===== src/rtl/prnf_pkg.sv =====
// ----------------------------------------------------------------------------
// prnf_pkg: shared types and constants for the padded radix number formatter
// Word layouts, the job record passed from the divider to the emitter,
// and the digit character table.
// ----------------------------------------------------------------------------
package prnf_pkg;

  localparam int unsigned DataW        = 32;                  // value width
  localparam int unsigned RadixW       = 5;
  localparam int unsigned WidthW       = 6;
  localparam int unsigned CharW        = 8;
  localparam int unsigned DigitW       = 4;                   // base <= 16
  localparam int unsigned NumDigits    = DataW;               // base 2 worst case
  localparam int unsigned DigIdxW      = $clog2(NumDigits);
  localparam int unsigned NdW          = $clog2(NumDigits + 1);
  localparam int unsigned DigitSlots   = 64;                  // top of MAX_DIGITS range
  localparam int unsigned LenW         = $clog2(DigitSlots + 1);
  localparam int unsigned MaxDigitsDef = 32;

  localparam logic [RadixW-1:0] RadixMin = RadixW'(2);
  localparam logic [RadixW-1:0] RadixMax = RadixW'(16);

  // divider retires this many quotient bits per cycle
  localparam int unsigned ChunkBits  = 8;
  localparam int unsigned ChunkSteps = DataW / ChunkBits;
  localparam int unsigned StepW      = $clog2(ChunkSteps);

  localparam int unsigned InFieldsW = DataW + RadixW + WidthW + CharW;
  localparam int unsigned InTdataW  = ((InFieldsW + 7) / 8) * 8;
  localparam int unsigned OutTdataW = CharW;

  localparam logic [CharW-1:0] DigitChars [16] = '{
    8'h30, 8'h31, 8'h32, 8'h33, 8'h34, 8'h35, 8'h36, 8'h37,
    8'h38, 8'h39, 8'h41, 8'h42, 8'h43, 8'h44, 8'h45, 8'h46
  };

  // one formatted number waiting to be emitted
  typedef struct packed {
    logic [NumDigits-1:0][DigitW-1:0] digits;  // least significant at index 0
    logic [NdW-1:0]                   nd;      // count of real digits
    logic [LenW-1:0]                  len;     // characters to emit
    logic [CharW-1:0]                 pad;
  } job_t;

endpackage


===== src/rtl/padded_radix_number_formatter.sv =====
// Timing: the divider retires 8 quotient bits per cycle, and each digit of
//   the value takes a full pass over all 32 bits; a finished job then goes
//   through the queue, emitter load and output register to its first character.
// Rate: the front takes no new word until the last is divided and pushed;
//   the emitter drains earlier jobs meanwhile, and the slower side sets the rate.
// A word with a base outside 2..16 is taken and emits nothing.
// Reset (rst_ni low, async) empties the queue and idles both sides.
// ----------------------------------------------------------------------------
// padded_radix_number_formatter: unsigned integer to padded digit string
// The front divides the value by the base digit by digit; a two-entry queue
// holds finished jobs; the back emits characters most significant first.
// ----------------------------------------------------------------------------
module padded_radix_number_formatter
  import prnf_pkg::*;
#(
  parameter int unsigned MAX_DIGITS = MaxDigitsDef
) (
  input  logic                 clk_i,
  input  logic                 rst_ni,
  // input words
  input  logic                 s_axis_tvalid,
  output logic                 s_axis_tready,
  // [31:0] number, [36:32] radix, [42:37] min_width, [50:43] pad_char, zero fill
  input  logic [InTdataW-1:0]  s_axis_tdata,
  // output words
  output logic                 m_axis_tvalid,
  input  logic                 m_axis_tready,
  // [7:0] char_code
  output logic [OutTdataW-1:0] m_axis_tdata,
  output logic                 m_axis_tlast      // last character of a number
);

  localparam int unsigned RadixLo = DataW;
  localparam int unsigned WidthLo = RadixLo + RadixW;
  localparam int unsigned PadLo   = WidthLo + WidthW;

  logic job_wr_valid, job_wr_ready;
  logic job_rd_valid, job_rd_ready;
  job_t job_wr, job_rd;

  prnf_front #(
    .MAX_DIGITS (MAX_DIGITS)
  ) u_front (
    .clk_i       (clk_i),
    .rst_ni      (rst_ni),
    .in_valid_i  (s_axis_tvalid),
    .in_ready_o  (s_axis_tready),
    .number_i    (s_axis_tdata[DataW-1:0]),
    .radix_i     (s_axis_tdata[RadixLo +: RadixW]),
    .min_width_i (s_axis_tdata[WidthLo +: WidthW]),
    .pad_char_i  (s_axis_tdata[PadLo +: CharW]),
    .job_valid_o (job_wr_valid),
    .job_ready_i (job_wr_ready),
    .job_o       (job_wr)
  );

  prnf_fifo u_fifo (
    .clk_i      (clk_i),
    .rst_ni     (rst_ni),
    .wr_valid_i (job_wr_valid),
    .wr_ready_o (job_wr_ready),
    .wr_job_i   (job_wr),
    .rd_valid_o (job_rd_valid),
    .rd_ready_i (job_rd_ready),
    .rd_job_o   (job_rd)
  );

  prnf_back u_back (
    .clk_i       (clk_i),
    .rst_ni      (rst_ni),
    .job_valid_i (job_rd_valid),
    .job_ready_o (job_rd_ready),
    .job_i       (job_rd),
    .out_valid_o (m_axis_tvalid),
    .out_ready_i (m_axis_tready),
    .char_code_o (m_axis_tdata),
    .last_o      (m_axis_tlast)
  );

endmodule


===== src/rtl/prnf_front.sv =====
// ----------------------------------------------------------------------------
// prnf_front: input side of the formatter
// Accepts a word, drops bad bases, peels digits off by repeated long
// division and hands a finished job to the queue.
// ----------------------------------------------------------------------------
module prnf_front
  import prnf_pkg::*;
#(
  parameter int unsigned MAX_DIGITS = MaxDigitsDef
) (
  input  logic                clk_i,
  input  logic                rst_ni,
  input  logic                in_valid_i,
  output logic                in_ready_o,
  input  logic [DataW-1:0]    number_i,
  input  logic [RadixW-1:0]   radix_i,
  input  logic [WidthW-1:0]   min_width_i,
  input  logic [CharW-1:0]    pad_char_i,
  output logic                job_valid_o,
  input  logic                job_ready_i,
  output job_t                job_o
);

  typedef enum logic [2:0] {
    FeIdle = 3'b001,
    FeDiv  = 3'b010,
    FePush = 3'b100
  } fe_state_e;

  fe_state_e state_q, state_d;

  logic [DataW-1:0]                 work_q, work_d;   // dividend, then quotient
  logic [RadixW-1:0]                rem_q, rem_d;
  logic [RadixW-1:0]                radix_q;
  logic [StepW-1:0]                 step_q, step_d;
  logic [NdW-1:0]                   nd_q, nd_d;
  logic [LenW-1:0]                  width_q;
  logic [CharW-1:0]                 pad_q;
  logic [NumDigits-1:0][DigitW-1:0] dig_q;

  logic                  accept;
  logic                  radix_ok;
  logic [LenW-1:0]       width_sat;
  logic [RadixW-1:0]     rem_new;
  logic [ChunkBits-1:0]  qbits;
  logic [DataW-1:0]      work_shift;
  logic                  digit_done;

  assign in_ready_o = (state_q == FeIdle);
  assign accept     = in_valid_i && in_ready_o;
  assign radix_ok   = (radix_i >= RadixMin) && (radix_i <= RadixMax);
  assign width_sat  = (LenW'(min_width_i) > LenW'(MAX_DIGITS)) ?
                      LenW'(MAX_DIGITS) : LenW'(min_width_i);

  // restoring division, ChunkBits quotient bits per cycle
  always_comb begin
    logic [RadixW-1:0] r;
    r = rem_q;
    for (int i = 0; i < ChunkBits; i++) begin
      r = {r[RadixW-2:0], work_q[DataW-1-i]};
      qbits[ChunkBits-1-i] = (r >= radix_q);
      if (r >= radix_q) begin
        r = r - radix_q;
      end
    end
    rem_new = r;
  end

  assign work_shift = {work_q[DataW-ChunkBits-1:0], qbits};
  assign digit_done = (step_q == StepW'(ChunkSteps - 1));

  always_comb begin
    state_d = state_q;
    work_d  = work_q;
    rem_d   = rem_q;
    step_d  = step_q;
    nd_d    = nd_q;
    case (state_q)
      FeIdle: begin
        if (accept && radix_ok) begin
          state_d = FeDiv;
          work_d  = number_i;
          rem_d   = '0;
          step_d  = '0;
          nd_d    = '0;
        end
      end
      FeDiv: begin
        work_d = work_shift;
        step_d = step_q + StepW'(1);
        rem_d  = rem_new;
        if (digit_done) begin
          nd_d  = nd_q + NdW'(1);
          rem_d = '0;
          if (work_shift == '0) begin
            state_d = FePush;
          end
        end
      end
      FePush: begin
        if (job_ready_i) begin
          state_d = FeIdle;
        end
      end
      default: state_d = FeIdle;
    endcase
  end

  always_ff @(posedge clk_i or negedge rst_ni) begin
    if (!rst_ni) begin
      state_q <= FeIdle;
      step_q  <= '0;
      nd_q    <= '0;
    end else begin
      state_q <= state_d;
      step_q  <= step_d;
      nd_q    <= nd_d;
    end
  end

  always_ff @(posedge clk_i) begin
    work_q <= work_d;
    rem_q  <= rem_d;
    if (accept) begin
      radix_q <= radix_i;
      width_q <= width_sat;
      pad_q   <= pad_char_i;
    end
    if (state_q == FeDiv && digit_done) begin
      dig_q[nd_q[DigIdxW-1:0]] <= rem_new[DigitW-1:0];
    end
  end

  assign job_valid_o = (state_q == FePush);
  assign job_o.digits = dig_q;
  assign job_o.nd     = nd_q;
  assign job_o.len    = (LenW'(nd_q) > width_q) ? LenW'(nd_q) : width_q;
  assign job_o.pad    = pad_q;

endmodule


===== src/rtl/prnf_fifo.sv =====
// ----------------------------------------------------------------------------
// prnf_fifo: two-entry job queue
// Decouples the divider from the character emitter.
// ----------------------------------------------------------------------------
module prnf_fifo
  import prnf_pkg::*;
(
  input  logic clk_i,
  input  logic rst_ni,
  input  logic wr_valid_i,
  output logic wr_ready_o,
  input  job_t wr_job_i,
  output logic rd_valid_o,
  input  logic rd_ready_i,
  output job_t rd_job_o
);

  localparam int unsigned Depth = 2;

  job_t         mem_q [Depth];
  logic         wr_ptr_q, rd_ptr_q;
  logic [1:0]   cnt_q;
  logic         push, pop;

  assign wr_ready_o = (cnt_q != 2'(Depth));
  assign rd_valid_o = (cnt_q != 2'd0);
  assign push       = wr_valid_i && wr_ready_o;
  assign pop        = rd_valid_o && rd_ready_i;
  assign rd_job_o   = mem_q[rd_ptr_q];

  always_ff @(posedge clk_i or negedge rst_ni) begin
    if (!rst_ni) begin
      wr_ptr_q <= 1'b0;
      rd_ptr_q <= 1'b0;
      cnt_q    <= '0;
    end else begin
      if (push) wr_ptr_q <= ~wr_ptr_q;
      if (pop)  rd_ptr_q <= ~rd_ptr_q;
      case ({push, pop})
        2'b10:   cnt_q <= cnt_q + 2'd1;
        2'b01:   cnt_q <= cnt_q - 2'd1;
        default: cnt_q <= cnt_q;
      endcase
    end
  end

  always_ff @(posedge clk_i) begin
    if (push) begin
      mem_q[wr_ptr_q] <= wr_job_i;
    end
  end

endmodule


===== src/rtl/prnf_back.sv =====
// ----------------------------------------------------------------------------
// prnf_back: character emitter
// Walks a job from the most significant position down, one character
// per cycle unless the output is held back, into a registered output word.
// ----------------------------------------------------------------------------
module prnf_back
  import prnf_pkg::*;
(
  input  logic                 clk_i,
  input  logic                 rst_ni,
  input  logic                 job_valid_i,
  output logic                 job_ready_o,
  input  job_t                 job_i,
  output logic                 out_valid_o,
  input  logic                 out_ready_i,
  output logic [CharW-1:0]     char_code_o,
  output logic                 last_o
);

  logic             busy_q;
  job_t             job_q;
  logic [LenW-1:0]  pos_q;
  logic             oval_q;
  logic [CharW-1:0] char_q;
  logic             last_q;

  logic             slot_free;
  logic             emit;
  logic [CharW-1:0] char_d;

  assign job_ready_o = !busy_q;
  assign slot_free   = !oval_q || out_ready_i;
  assign emit        = busy_q && slot_free;

  // positions above the real digits are leading zeros and show the pad
  assign char_d = (pos_q >= LenW'(job_q.nd)) ? job_q.pad :
                  DigitChars[job_q.digits[pos_q[DigIdxW-1:0]]];

  always_ff @(posedge clk_i or negedge rst_ni) begin
    if (!rst_ni) begin
      busy_q <= 1'b0;
      oval_q <= 1'b0;
    end else begin
      if (job_valid_i && !busy_q) begin
        busy_q <= 1'b1;
      end else if (emit && pos_q == '0) begin
        busy_q <= 1'b0;
      end
      if (emit) begin
        oval_q <= 1'b1;
      end else if (out_ready_i) begin
        oval_q <= 1'b0;
      end
    end
  end

  always_ff @(posedge clk_i) begin
    if (job_valid_i && !busy_q) begin
      job_q <= job_i;
      pos_q <= job_i.len - LenW'(1);
    end else if (emit) begin
      pos_q <= pos_q - LenW'(1);
    end
    if (emit) begin
      char_q <= char_d;
      last_q <= (pos_q == '0);
    end
  end

  assign out_valid_o = oval_q;
  assign char_code_o = char_q;
  assign last_o      = last_q;

endmodule

===== config.mk =====
export PLATFORM = sky130hd
export DESIGN_NAME = padded_radix_number_formatter
export DESIGN_NICKNAME = d
export VERILOG_FILES = /design/src/rtl/prnf_pkg.sv /design/src/rtl/padded_radix_number_formatter.sv /design/src/rtl/prnf_front.sv /design/src/rtl/prnf_fifo.sv /design/src/rtl/prnf_back.sv
export SDC_FILE = /design/constraint.sdc
export NUM_CORES = 1
export LEC_CHECK = 0
export ABC_AREA = 1
export ABC_CLOCK_PERIOD_IN_PS = 9500
export BUFFER_PORTS_ARGS = -buffer_cell sky130_fd_sc_hd__buf_2
export CORE_MARGIN = 1.5
export CORE_UTILIZATION = 56
export CTS_BUF_LIST = sky130_fd_sc_hd__clkbuf_4 sky130_fd_sc_hd__clkbuf_8 sky130_fd_sc_hd__clkbuf_16
export DETAILED_ROUTE_END_ITERATION = 16
export PLACE_DENSITY = 0.76
export SLEW_MARGIN = 20
export SYNTH_ARGS = -nofsm -noshare
export SYNTH_HDL_FRONTEND = slang
export SYNTH_SLANG_ARGS = --single-unit

===== constraint.sdc =====
create_clock -name clk_i -period 9.5 [get_ports clk_i]
set_clock_uncertainty 0.15 [all_clocks]
set_input_delay 0 -clock clk_i [delete_from_list [all_inputs] [get_ports clk_i]]
set_output_delay 0 -clock clk_i [all_outputs]
set_load 0.03 [all_outputs]

== Word-level counts from Yosys, hierarchy flattened ==
Memory sizes are Yosys's and may differ from the RTL's.
Index checks and enable logic that the tools add are counted.
Widths: inputs -> output; s select.
Storage, ports and cells
  ROM bits: 128
  register bits: 359
  bits in writable memories: 298
  output and inout port bits: 11
  input bits: 60
  memories kept: 2
  word-level logic and storage cells: 194
Memories
  u_fifo.mem_q: depth 2, width 149, read ports 1, clocked after memory_dff 0, write ports 1, line prnf_fifo.sv:20  | job_t mem_q [Depth];
  (name not given): depth 16, width 8, read ports 1, clocked after memory_dff 0, write ports 0, line prnf_back.sv:37  | DigitChars[job_q.digits[pos_q[DigIdxW-1:0]]];
Operators by class
  order comparisons: 17
  bitwise gates (word level): 3
  reductions and logical operators: 23
  add/subtract/negate cells: 14
  eq/ne operators: 11
  muxes and demuxes: 41
Operators with widths (count)
  $bwmux 128: 1
  $pmux 32 s2: 1
  $mux 4: 12
  $ge 5x5->1: 8
  $logic_not 32->1: 1
  $mux 32: 1
  $sub 4x4->4: 8
  $mux 8: 3
  $mux 7: 3
  $bmux 4 s5: 1
  $demux 4 s5: 1
  $sub 7x1->7 const B: 2
  $lt 5x6->1 const B: 2
  $mux 3: 4
  $mux 6: 2
  $pmux 6 s2: 1
  $reduce_bool 2->1: 6
  $logic_and 1x1->1: 9
  $pmux 3 s3: 1
  $pmux 2 s2: 2
  $pmux 4 s2: 1
  $ge 7x6->1: 1
  $gt 6x7->1: 1
  $logic_not 7->1: 1
  other kinds (24): 36

== Longest topological paths before layout ==
Gate-level depths: netlist of run 1.
  depth after elaboration: 19
  depth in mapped cells: 77
  mapped depth without buffers: 77

== By module ==
From an unflattened synthesis of run 1, not the netlist that was laid out.
Second synthesis, totals
  cells, all modules: 2167
  area, all modules: 26858.3 um^2
By module, submodules not included
  prnf_fifo: instances 1, cells each 808, sequential area each 9048.7 um^2, area an instance 11088.1 um^2
  prnf_front: instances 1, cells each 792, sequential area each 5771.8 um^2, area an instance 9019.9 um^2
  prnf_back: instances 1, cells each 567, sequential area each 4794.6 um^2, area an instance 6750.2 um^2

== Worst setup path before layout of run 1 ==
No wires, ideal clock.
  path type: reg2reg
  start point: reg u_front.radix_q[1]
  end point: reg u_front.dig_q (netlist bit u_front.job_o[103]), data pin
  required time: 8.958 ns
  cell stages (with the launch flop): 68
  clock period less this slack: 9.496 ns
  path buffers: 0
  library setup time: 0.392 ns
  slack: 0.004 ns
  data arrival time: 8.953 ns
  cell sequence: edfxtp_1 inv_1 ha_1 nand2_1 nand3b_1 nand4_1 nor2_1 a21oi_1 ha_1 nand2_1 inv_1 nand2_1 nand2_1 nor2_2 inv_1 nand2_1 nand2_1 inv_1 [... 32 more ...] nand2_1 ha_1 nand2_1 nand2_1 nand2_1 nand4_1 inv_1 nand3_1 and2_1 ha_1 nand2_1 inv_1 nand3_1 nand2_1 nor2_1 inv_1 nand3_1 nand2_1
Between the ends
  word-level cells in the longest chain between the ends: 17
  elaborated cells between the ends (all ways): 25
  those cells by class: 8 x add/sub; 8 x order compare; 9 x mux
Ends and longest elaborated chain
  from (decl): line prnf_front.sv:34  | logic [RadixW-1:0] radix_q;
  from (signal assigned): line prnf_front.sv:125  | radix_q <= radix_i;
  $sub 4x4->4 / $ge 5x5->1 (equally long branches): line prnf_front.sv:63, prnf_front.sv:62
  $mux 4: line prnf_front.sv:62  | if (r >= radix_q) begin
  $sub 4x4->4 / $ge 5x5->1 (equally long branches): line prnf_front.sv:63, prnf_front.sv:62
  $mux 4: line prnf_front.sv:62
  $sub 4x4->4 / $ge 5x5->1 (equally long branches): line prnf_front.sv:63, prnf_front.sv:62
  $mux 4: line prnf_front.sv:62
  $ge 5x5->1 / $sub 4x4->4 (equally long branches): line prnf_front.sv:62, prnf_front.sv:63
  $mux 4: line prnf_front.sv:62
  [... 2 more ...]
  $sub 4x4->4 / $ge 5x5->1 (equally long branches): line prnf_front.sv:63, prnf_front.sv:62
  $mux 4: line prnf_front.sv:62
  $ge 5x5->1 / $sub 4x4->4 (equally long branches): line prnf_front.sv:62, prnf_front.sv:63
  $mux 4: line prnf_front.sv:62
  $sub 4x4->4 / $ge 5x5->1 (equally long branches): line prnf_front.sv:63, prnf_front.sv:62
  $mux 4 *: line prnf_front.sv:62
  named net u_front.rem_new[2]: line prnf_front.sv:44  | logic [RadixW-1:0] rem_new;
  $bwmux 128 *: line prnf_front.sv:130  | dig_q[nd_q[DigIdxW-1:0]] <= rem_new[DigitW-1:0];
  to (signal, indexed assignment): line prnf_front.sv:130
  to (decl): line prnf_front.sv:39  | logic [NumDigits-1:0][DigitW-1:0] dig_q;
Mark *: on every way through the listed nets, which the timed path passes. The rest lies on a longest branch.
A chain may end at the register's enable or synchronous reset.

== Final worst setup path of run 1 ==
  start point: reg u_front.rem_q[1]
  end point: reg u_front.dig_q (netlist bit u_front.job_o[147]), data pin
Between the ends
  word-level cells in the longest chain between the ends: 17
  elaborated cells between the ends (all ways): 25
  those cells by class: 8 x add/sub; 8 x order compare; 9 x mux
Ends and longest elaborated chain
  from (decl): line prnf_front.sv:33  | logic [RadixW-1:0] rem_q, rem_d;
  from (signal assigned): line prnf_front.sv:123  | rem_q <= rem_d;
  $sub 4x4->4 / $ge 5x5->1 (equally long branches): line prnf_front.sv:63, prnf_front.sv:62
  $mux 4 *: line prnf_front.sv:62
  $sub 4x4->4 / $ge 5x5->1 (equally long branches): line prnf_front.sv:63, prnf_front.sv:62
  $mux 4 *: line prnf_front.sv:62
  $ge 5x5->1 / $sub 4x4->4 (equally long branches): line prnf_front.sv:62, prnf_front.sv:63
  $mux 4 *: line prnf_front.sv:62
  $sub 4x4->4 / $ge 5x5->1 (equally long branches): line prnf_front.sv:63, prnf_front.sv:62
  $mux 4 *: line prnf_front.sv:62
  [... 2 more ...]
  $sub 4x4->4 / $ge 5x5->1 (equally long branches): line prnf_front.sv:63, prnf_front.sv:62
  $mux 4 *: line prnf_front.sv:62
  $ge 5x5->1 / $sub 4x4->4 (equally long branches): line prnf_front.sv:62, prnf_front.sv:63
  $mux 4 *: line prnf_front.sv:62
  $sub 4x4->4 / $ge 5x5->1 (equally long branches): line prnf_front.sv:63, prnf_front.sv:62
  $mux 4 *: line prnf_front.sv:62
  named net u_front.rem_new[2]: line prnf_front.sv:44
  $bwmux 128 *: line prnf_front.sv:130
Marked as above.

==> results of run 1 <==
[synth_stat cells (15+ instances only)]
master      n  area, um2
nand2_1   857       3220
edfxtp_1  637      19100
nor2_1    119        447
inv_1     116        435
nand3_1   104        521
ha_1       61        763
o21ai_0    49        245
a21oi_1    26        130
clkbuf_1   20       75.1
dfrtp_1    16        400
buf_2      15       75.1
xor2_1     15        131
[logic make-up after synthesis]
kind of cell	after synthesis	share of synthesized area, %
flops	654	73.4
compound gates	97	2.06
simple gates	1131	17.1
buf+inv	192	3.14
xor+xnor	24	0.789
fa+ha+maj	69	3.47
[worst max-delay path: cells and delay by family (launching register included)]
family                     cells  cell delay [ns]
buffers and inverters          8             0.85
xor gates and xnor gates       1             0.24
DFF                            1             0.45
and+or+nand+nor               39             4.48
AOI/OAI and AO/OA              6             1.04
adders and majority gates      8             2.13
[cell type report]
type,count,area (um2)
flip-flops and latches,654,19600
fillers,3004,15100
diodes,2,5.00
inverters,125,477
clock buffers,78,1670
repair buffers,211,1830
multi-input cells,1321,6940
well taps,607,759
clock inverters,38,393
[flip-flops by register name (all words and copies together), names as in the netlist]
name / flops
u_front.state_q: 3
u_back.job_q: 142
u_front.work_q: 32
u_front.nd_q: 6
u_front.width_q: 6
u_back.last_o: 1
u_back.out_valid_o: 1
u_front.pad_q: 8
u_fifo.cnt_q: 2
u_fifo.rd_ptr_q: 1
u_back.busy_q: 1
u_fifo.mem_q: 296
u_front.radix_q: 5
u_back.pos_q: 7
u_front.job_o: 128
u_back.char_code_o: 8
u_front.step_q: 2
u_front.rem_q: 4
u_fifo.wr_ptr_q: 1
[worst max path at each step]
stage | from | endpoint | slack (ns)
after floorplan | u_front.radix_q[1] | u_front.job_o[103] | 0.004
after global placement | u_front.rem_q[1] | u_front.job_o[39] | 0.31
after detailed placement | u_front.rem_q[1] | u_front.job_o[25] | -0.09
after CTS | u_front.rem_q[2] | u_front.job_o[25] | 0.04
after global routing | u_front.rem_q[0] | u_front.job_o[147] | -0.46
final | u_front.rem_q[1] | u_front.job_o[147] | -0.007
[per-stage QoR]
step           utilization, %  instance area, um2
3_5_place_dp             59.3               27700
4_1_cts                  65.3               30500
3_3_place_gp             59.3               27700
5_1_grt                  67.7               31600
6_report                 67.7               31600
2_1_floorplan               -               26600
[per-layer routing]
layer	up-vias	share of wire (%)	wire length, um	track usage (%)
met5	-	0	0	0
met4	0	5.2	3240	12.5
met3	235	7.0	4350	3.48
met2	803	51	31800	42.5
met1	8237	37	22700	28.0
li1	7793	-	-	-
[repair_timing]
item,CTS,global route
hold endpoints to repair,112,0
buffers inserted,1,27
setup endpoints to repair,130,136
gates cloned,0,9
hold buffers,75,0
gates resized for setup,4,166
pin swaps,1,68
==> results.md, run 1 <==
| Metric | Value | Unit |
| --- | --- | --- |
| Result of the run | complete, but fails checks | - |
| Violations in the final reports | setup timing | - |
| RSZ-0062 raised after global routing | yes | - |
| Sum of overflow across all layers after global routing | 0 | - |
| Final instance count without filler cells | 3036 | - |
| Chip Height | 221 | um |
| Reg-to-reg slack, setup | -0.007 | ns |
| CP peak stage delay | 0.45 | ns |
| HPWL reported at the end of detailed placement | 33.0 | mm |
| Final Worst Setup Slack | -0.00746 | ns |
| Most frequently used flop master after synthesis | edfxtp_1 | - |
| Count of yosys warnings during synthesis | 0 | - |
| Async set or reset register ratio after synthesis | 2.60 | % |
| Sequential area share after synthesis | 73.4 | % |
| Slew Limit Headroom | 24.0 | % |
| Number of buffers inserted during clock tree synthesis | 61 | - |
| Cell with the biggest individual delay on the critical path | edfxtp_1 | - |
| Hold depth | 4 | - |
| Synthesis-to-layout area growth | 18.7 | % |
| Number of global-route vias before repair | 17000 | - |
| Inst Count DP | 2807 | - |
| Buffers on Ports | 65 | - |
| Count of boundary I/O pins | 71 | - |
| Total clock sinks | 654 | - |
| Synth Register Bits | 654 | - |
| Hold Path Class | primary input to flop | - |
| Placer Congestion | 0.936 | - |
| Maximum operating frequency | 105 | MHz |
| Count of cells along the worst register-to-register path | 62 | - |
| Mean area per synthesized cell | 12.3 | um2 |
| Period Utilization, post-route | 100 | % |
| Worst hold start | s_axis_tdata[13] | - |
| Count of final hold-check violations | 0 | - |
| Net Count, Synth | 2296 | - |
| Post-synthesis instance area | 0.0266 | mm2 |
| Wire length of the first global-routing pass | 89.6 | mm |
| Transition time at the pin with the least slew margin | 1.14 | ns |
| Post-DR wirelength/cell | 20.4 | um |
| Count of cell types in the netlist | 49 | - |
| TritonCTS clock tree | done | - |
| Post-synthesis instance total | 2167 | - |
| # DRC | 0 | - |
| Period minus WS final | 9.51 | ns |
| Area inside the core boundary | 0.0468 | mm2 |
| Endpoint, Worst Hold | u_front.work_q[13] | - |
| Buffer type at the clock tree root | clkbuf_16 | - |
| Most used cell, CP | nand2_2 | - |
| Number of buffers between clock root and the deepest sink | 3 | - |
| Initial antenna violation count | 2 | - |
| ANT nets after route | 0 | - |
| GRT Overall Usage | 23.8 | % |
| Full die area | 0.0489 | mm2 |
| Place WS | -0.0919 | ns |
| Worst Path Class, Setup | flop to flop | - |
| Data required time of the worst path | 9.83 | ns |
| Final setup vio count | 7 | - |
| Share of layout cells above drive strength 1 | 17.0 | % |
| Number of flops mapped to enable cells by yosys | 637 | - |
| Worst Path Arrival | 9.84 | ns |
| H-tree levels | 2 | - |
| Commonest cells after routing, fill and taps aside | 804 x nand2_1, 637 x edfxtp_1, 111 x nor2_1 | - |
| Vias | 17100 | - |
| Width of the die | 221 | um |
| Starting Density | 57.0 | % |
| Worst r2r dst | u_front.job_o[147] | - |
| Detailed-router iteration count before antenna repair | 6 | - |
| CTS clock-pin slew for the worst setup and hold paths | 0.07 | ns |
| Std cell rows | 79 | - |
| Kind of launch point of the worst setup path | flop | - |
| R2R Path Start | u_front.rem_q[1] | - |
| Number of violations of the max-capacitance limit | 0 | - |
| Violation count after the first detailed-route iteration | 1682 | - |
| Commonest non-fill, non-tap cell in the layout | nand2_1 | - |
| Clock latency reported for the late side of the worst-skew pair | 0.63 | ns |
| Post-Route WL | 62.1 | mm |
| Maximum net fanout on the critical path | 8 | - |
| Final net count | 2503 | - |
| Maximum number of pins on one net before global-route repair | 149 | - |
| Endpoint kind of the worst setup timing path | flop | - |
| Final-layout worst hold slack | 0.0344 | ns |
| Pins over their slew limit | 0 | - |
| Post-detailed-route via-to-cell ratio | 5.62 | - |
| Setup TNS | -0.0164 | ns |
Power of run 1 is left out: the tool's default activity adds up to more than one toggle a clock period on the data nets, which glitch-free logic cannot reach.
==> inputs of run 2 (changes only) <==
SYNTH_HIERARCHICAL = 1   (was default)
==> results.md, run 2 <==
| Metric | Value | Unit |
| --- | --- | --- |
| Result of the run | complete, but fails checks | - |
| Violations in the final reports | setup timing | - |
| Maximum operating frequency | 105 | MHz |
| Count of boundary I/O pins | 71 | - |
| Post-DR wirelength/cell | 19.6 | um |
| Placer Congestion | 0.871 | - |
| Post-Route WL | 59.6 | mm |
| Starting Density | 56.5 | % |
| Maximum net fanout on the critical path | 8 | - |
| Initial antenna violation count | 0 | - |
| Sequential area share after synthesis | 73.0 | % |
| Count of final hold-check violations | 0 | - |
| Synth Register Bits | 656 | - |
| Number of global-route vias before repair | 16400 | - |
| Final net count | 2507 | - |
| Count of cells along the worst register-to-register path | 68 | - |
| Slew Limit Headroom | 29.4 | % |
| Commonest cells in the netlist | 857 x nand2_1, 639 x edfxtp_1, 122 x nand3_1 | - |
| Pins over their slew limit | 0 | - |
| Kind of launch point of the worst setup path | flop | - |
| Synthesis-to-layout area growth | 18.3 | % |
| # DRC | 0 | - |
| Share of layout cells above drive strength 1 | 16.1 | % |
| Clock latency reported for the late side of the worst-skew pair | 0.63 | ns |
| Period Utilization, post-route | 100 | % |
| Hold Path Class | primary input to flop | - |
| Net Count, Synth | 2296 | - |
| Number of buffers between clock root and the deepest sink | 3 | - |
| Number of buffers inserted during clock tree synthesis | 60 | - |
| Count of cell types in the netlist | 51 | - |
| Flip-flop count of the largest register after layout | 298 | - |
| Period minus WS final | 9.52 | ns |
| Count leader, synth | nand2_1 | - |
| Maximum vdd ir drop | 540 | uV |
| Commonest non-fill, non-tap cell in the layout | nand2_1 | - |
| TritonCTS clock tree | done | - |
| Hold depth | 4 | - |
| Most used cell, CP | nand2_2 | - |
| Data required time of the worst path | 9.70 | ns |
| Reg-to-reg slack, setup | -0.02 | ns |
| Wire length of the first global-routing pass | 86.4 | mm |
| Area share of the largest cell type after synthesis | 71.4 | % |
| CTS clock-pin slew for the worst setup and hold paths | 0.06 | ns |
| Area leader, netlist | edfxtp_1 | - |
| Area inside the core boundary | 0.0475 | mm2 |
| ANT nets after route | 0 | - |
| Chip Height | 222 | um |
| CP peak stage delay | 0.44 | ns |
| Biggest area contributors in the synthesized netlist | edfxtp_1 71%, nand2_1 12%, ha_1 2.8% | - |
| Buffers on Ports | 65 | - |
| Most frequently used flop master after synthesis | edfxtp_1 | - |
| Place WS | -0.144 | ns |
| Worst Path Class, Setup | flop to flop | - |
| Number of inserted diodes | 0 | - |
| Total clock sinks | 656 | - |
| Vias | 16700 | - |
| Worst Path Arrival | 9.72 | ns |
| Pleak | 12.4 | nW |
| Width of the die | 222 | um |
| Transition time at the pin with the least slew margin | 1.06 | ns |
| Buffer type at the clock tree root | clkbuf_16 | - |
| Full die area | 0.0493 | mm2 |
| Endpoint kind of the worst setup timing path | flop | - |
| Final Worst Setup Slack | -0.0207 | ns |
| Maximum number of pins on one net before global-route repair | 91 | - |
| Ratio of total power to cell area | 318 | mW/mm2 |
| Detailed-router iteration count before antenna repair | 8 | - |
| Commonest cells after routing, fill and taps aside | 816 x nand2_1, 639 x edfxtp_1, 110 x nand3_1 | - |
| Fill cell instance count of the final layout | 3054 | - |
| Post-synthesis instance area | 0.0269 | mm2 |
| Final setup vio count | 12 | - |
| Post-detailed-route via-to-cell ratio | 5.50 | - |
| Async set or reset register ratio after synthesis | 2.59 | % |
| Cell with the biggest individual delay on the critical path | edfxtp_1 | - |
| Count of yosys warnings during synthesis | 6 | - |
| Largest Register | u_fifo/mem_q | - |
| Violation count after the first detailed-route iteration | 1422 | - |
| GRT Overall Usage | 22.6 | % |
| Sum of overflow across all layers after global routing | 0 | - |
| Final-layout worst hold slack | 0.0280 | ns |
| Post-synthesis instance total | 2167 | - |
| H-tree levels | 2 | - |
| Std cell rows | 80 | - |
| Mean area per synthesized cell | 12.4 | um2 |
| HPWL reported at the end of detailed placement | 32.0 | mm |
| Number of flops mapped to enable cells by yosys | 639 | - |
| Number of violations of the max-capacitance limit | 0 | - |
run 2: worst paths after layout:
kind	start	endpoint
max	u_front/rem_q[1]	u_front/job_o[54]
max in group asynchronous	rst_ni	u_fifo/rd_ptr_q
min in group asynchronous	rst_ni	u_front/state_q[0]
max reg2reg	u_front/rem_q[1]	u_front/job_o[54]
min reg2reg	u_front/job_o[82]	u_fifo/mem_q[1][82]
min	s_axis_tdata[17]	u_front/work_q[17]
run 2: cell type report:
| class | instances | area, um2 | area share [%] |
|---|---|---|---|
| timing repair buffer | 218 | 1930 | 6.06 |
| sequential | 656 | 19600 | 61.7 |
| multi-input combinational | 1319 | 6950 | 21.9 |
| clock inverter | 38 | 393 | 1.24 |
| clock buffer | 76 | 1640 | 5.16 |
| tap | 615 | 769 | 2.42 |
| inverter | 123 | 482 | 1.52 |
run 2: cells by family after synthesis:
kind of cell	synth area share, %
and+or+nand+nor	17.3
DFF	73.0
buffers and inverters	3.55
AOI/OAI and AO/OA	1.91
adders and majority gates	3.44
xor gates and xnor gates	0.750
other	0.0140
muxes	0.0373
run 2: routing by layer:
layer  up-vias  global-route usage [%]  routed length, um
met1      8097                    27.1              22000
met4         0                    9.52               2280
li1       7811                       -                  -
met2       673                    40.7              30900
met5         -                       0                  0
met3       166                    3.63               4500
run 2: timing repair:
item                                   CTS  global route
cloned                                   1             9
setup buffers                            2            26
setup endpoints to repair              131           135
pin swaps                                6            52
hold buffers                            74             0
resized for setup                       15           145
endpoints found under the hold margin  116             0
run 2: power by group:
| group | switching [mW] | total [mW] | leakage [nW] | internal, mW |
|---|---|---|---|---|
| clock network | 1.03 | 2.44 | 1.01 | 1.41 |
| logic | 2.20 | 3.60 | 5.37 | 1.40 |
| registers | 0.0988 | 4.07 | 6.05 | 3.97 |
| total | 3.32 | 10.1 | 12.4 | 6.79 |
run 2: worst max-delay path, delay by kind of cell, from the launching register on:
| kind | cells | cell delay [ns] |
|---|---|---|
| AOI/OAI and AO/OA | 5 | 0.62 |
| buffers and inverters | 13 | 1.22 |
| DFF | 1 | 0.44 |
| and+or+nand+nor | 42 | 4.46 |
| adders and majority gates | 8 | 2.31 |
run 2: metrics by stage:
stage | TNS [ns] | power, mW | area (um2) | utilization (%) | std cells
after floorplan | 0 | 5.11 | 26900 | - | 2167
after global placement | 0 | 6.22 | 27800 | 58.5 | 2817
after detailed placement | -15.79 | 6.24 | 27900 | 58.6 | 2819
after CTS | 0 | 9.19 | 30700 | 64.7 | 3010
after global routing | -64.06 | 10.3 | 31800 | 66.8 | 3045
final | -0.111 | 10.1 | 31800 | 66.8 | 3045
Note: power is estimated with default switching activity, not from simulation.
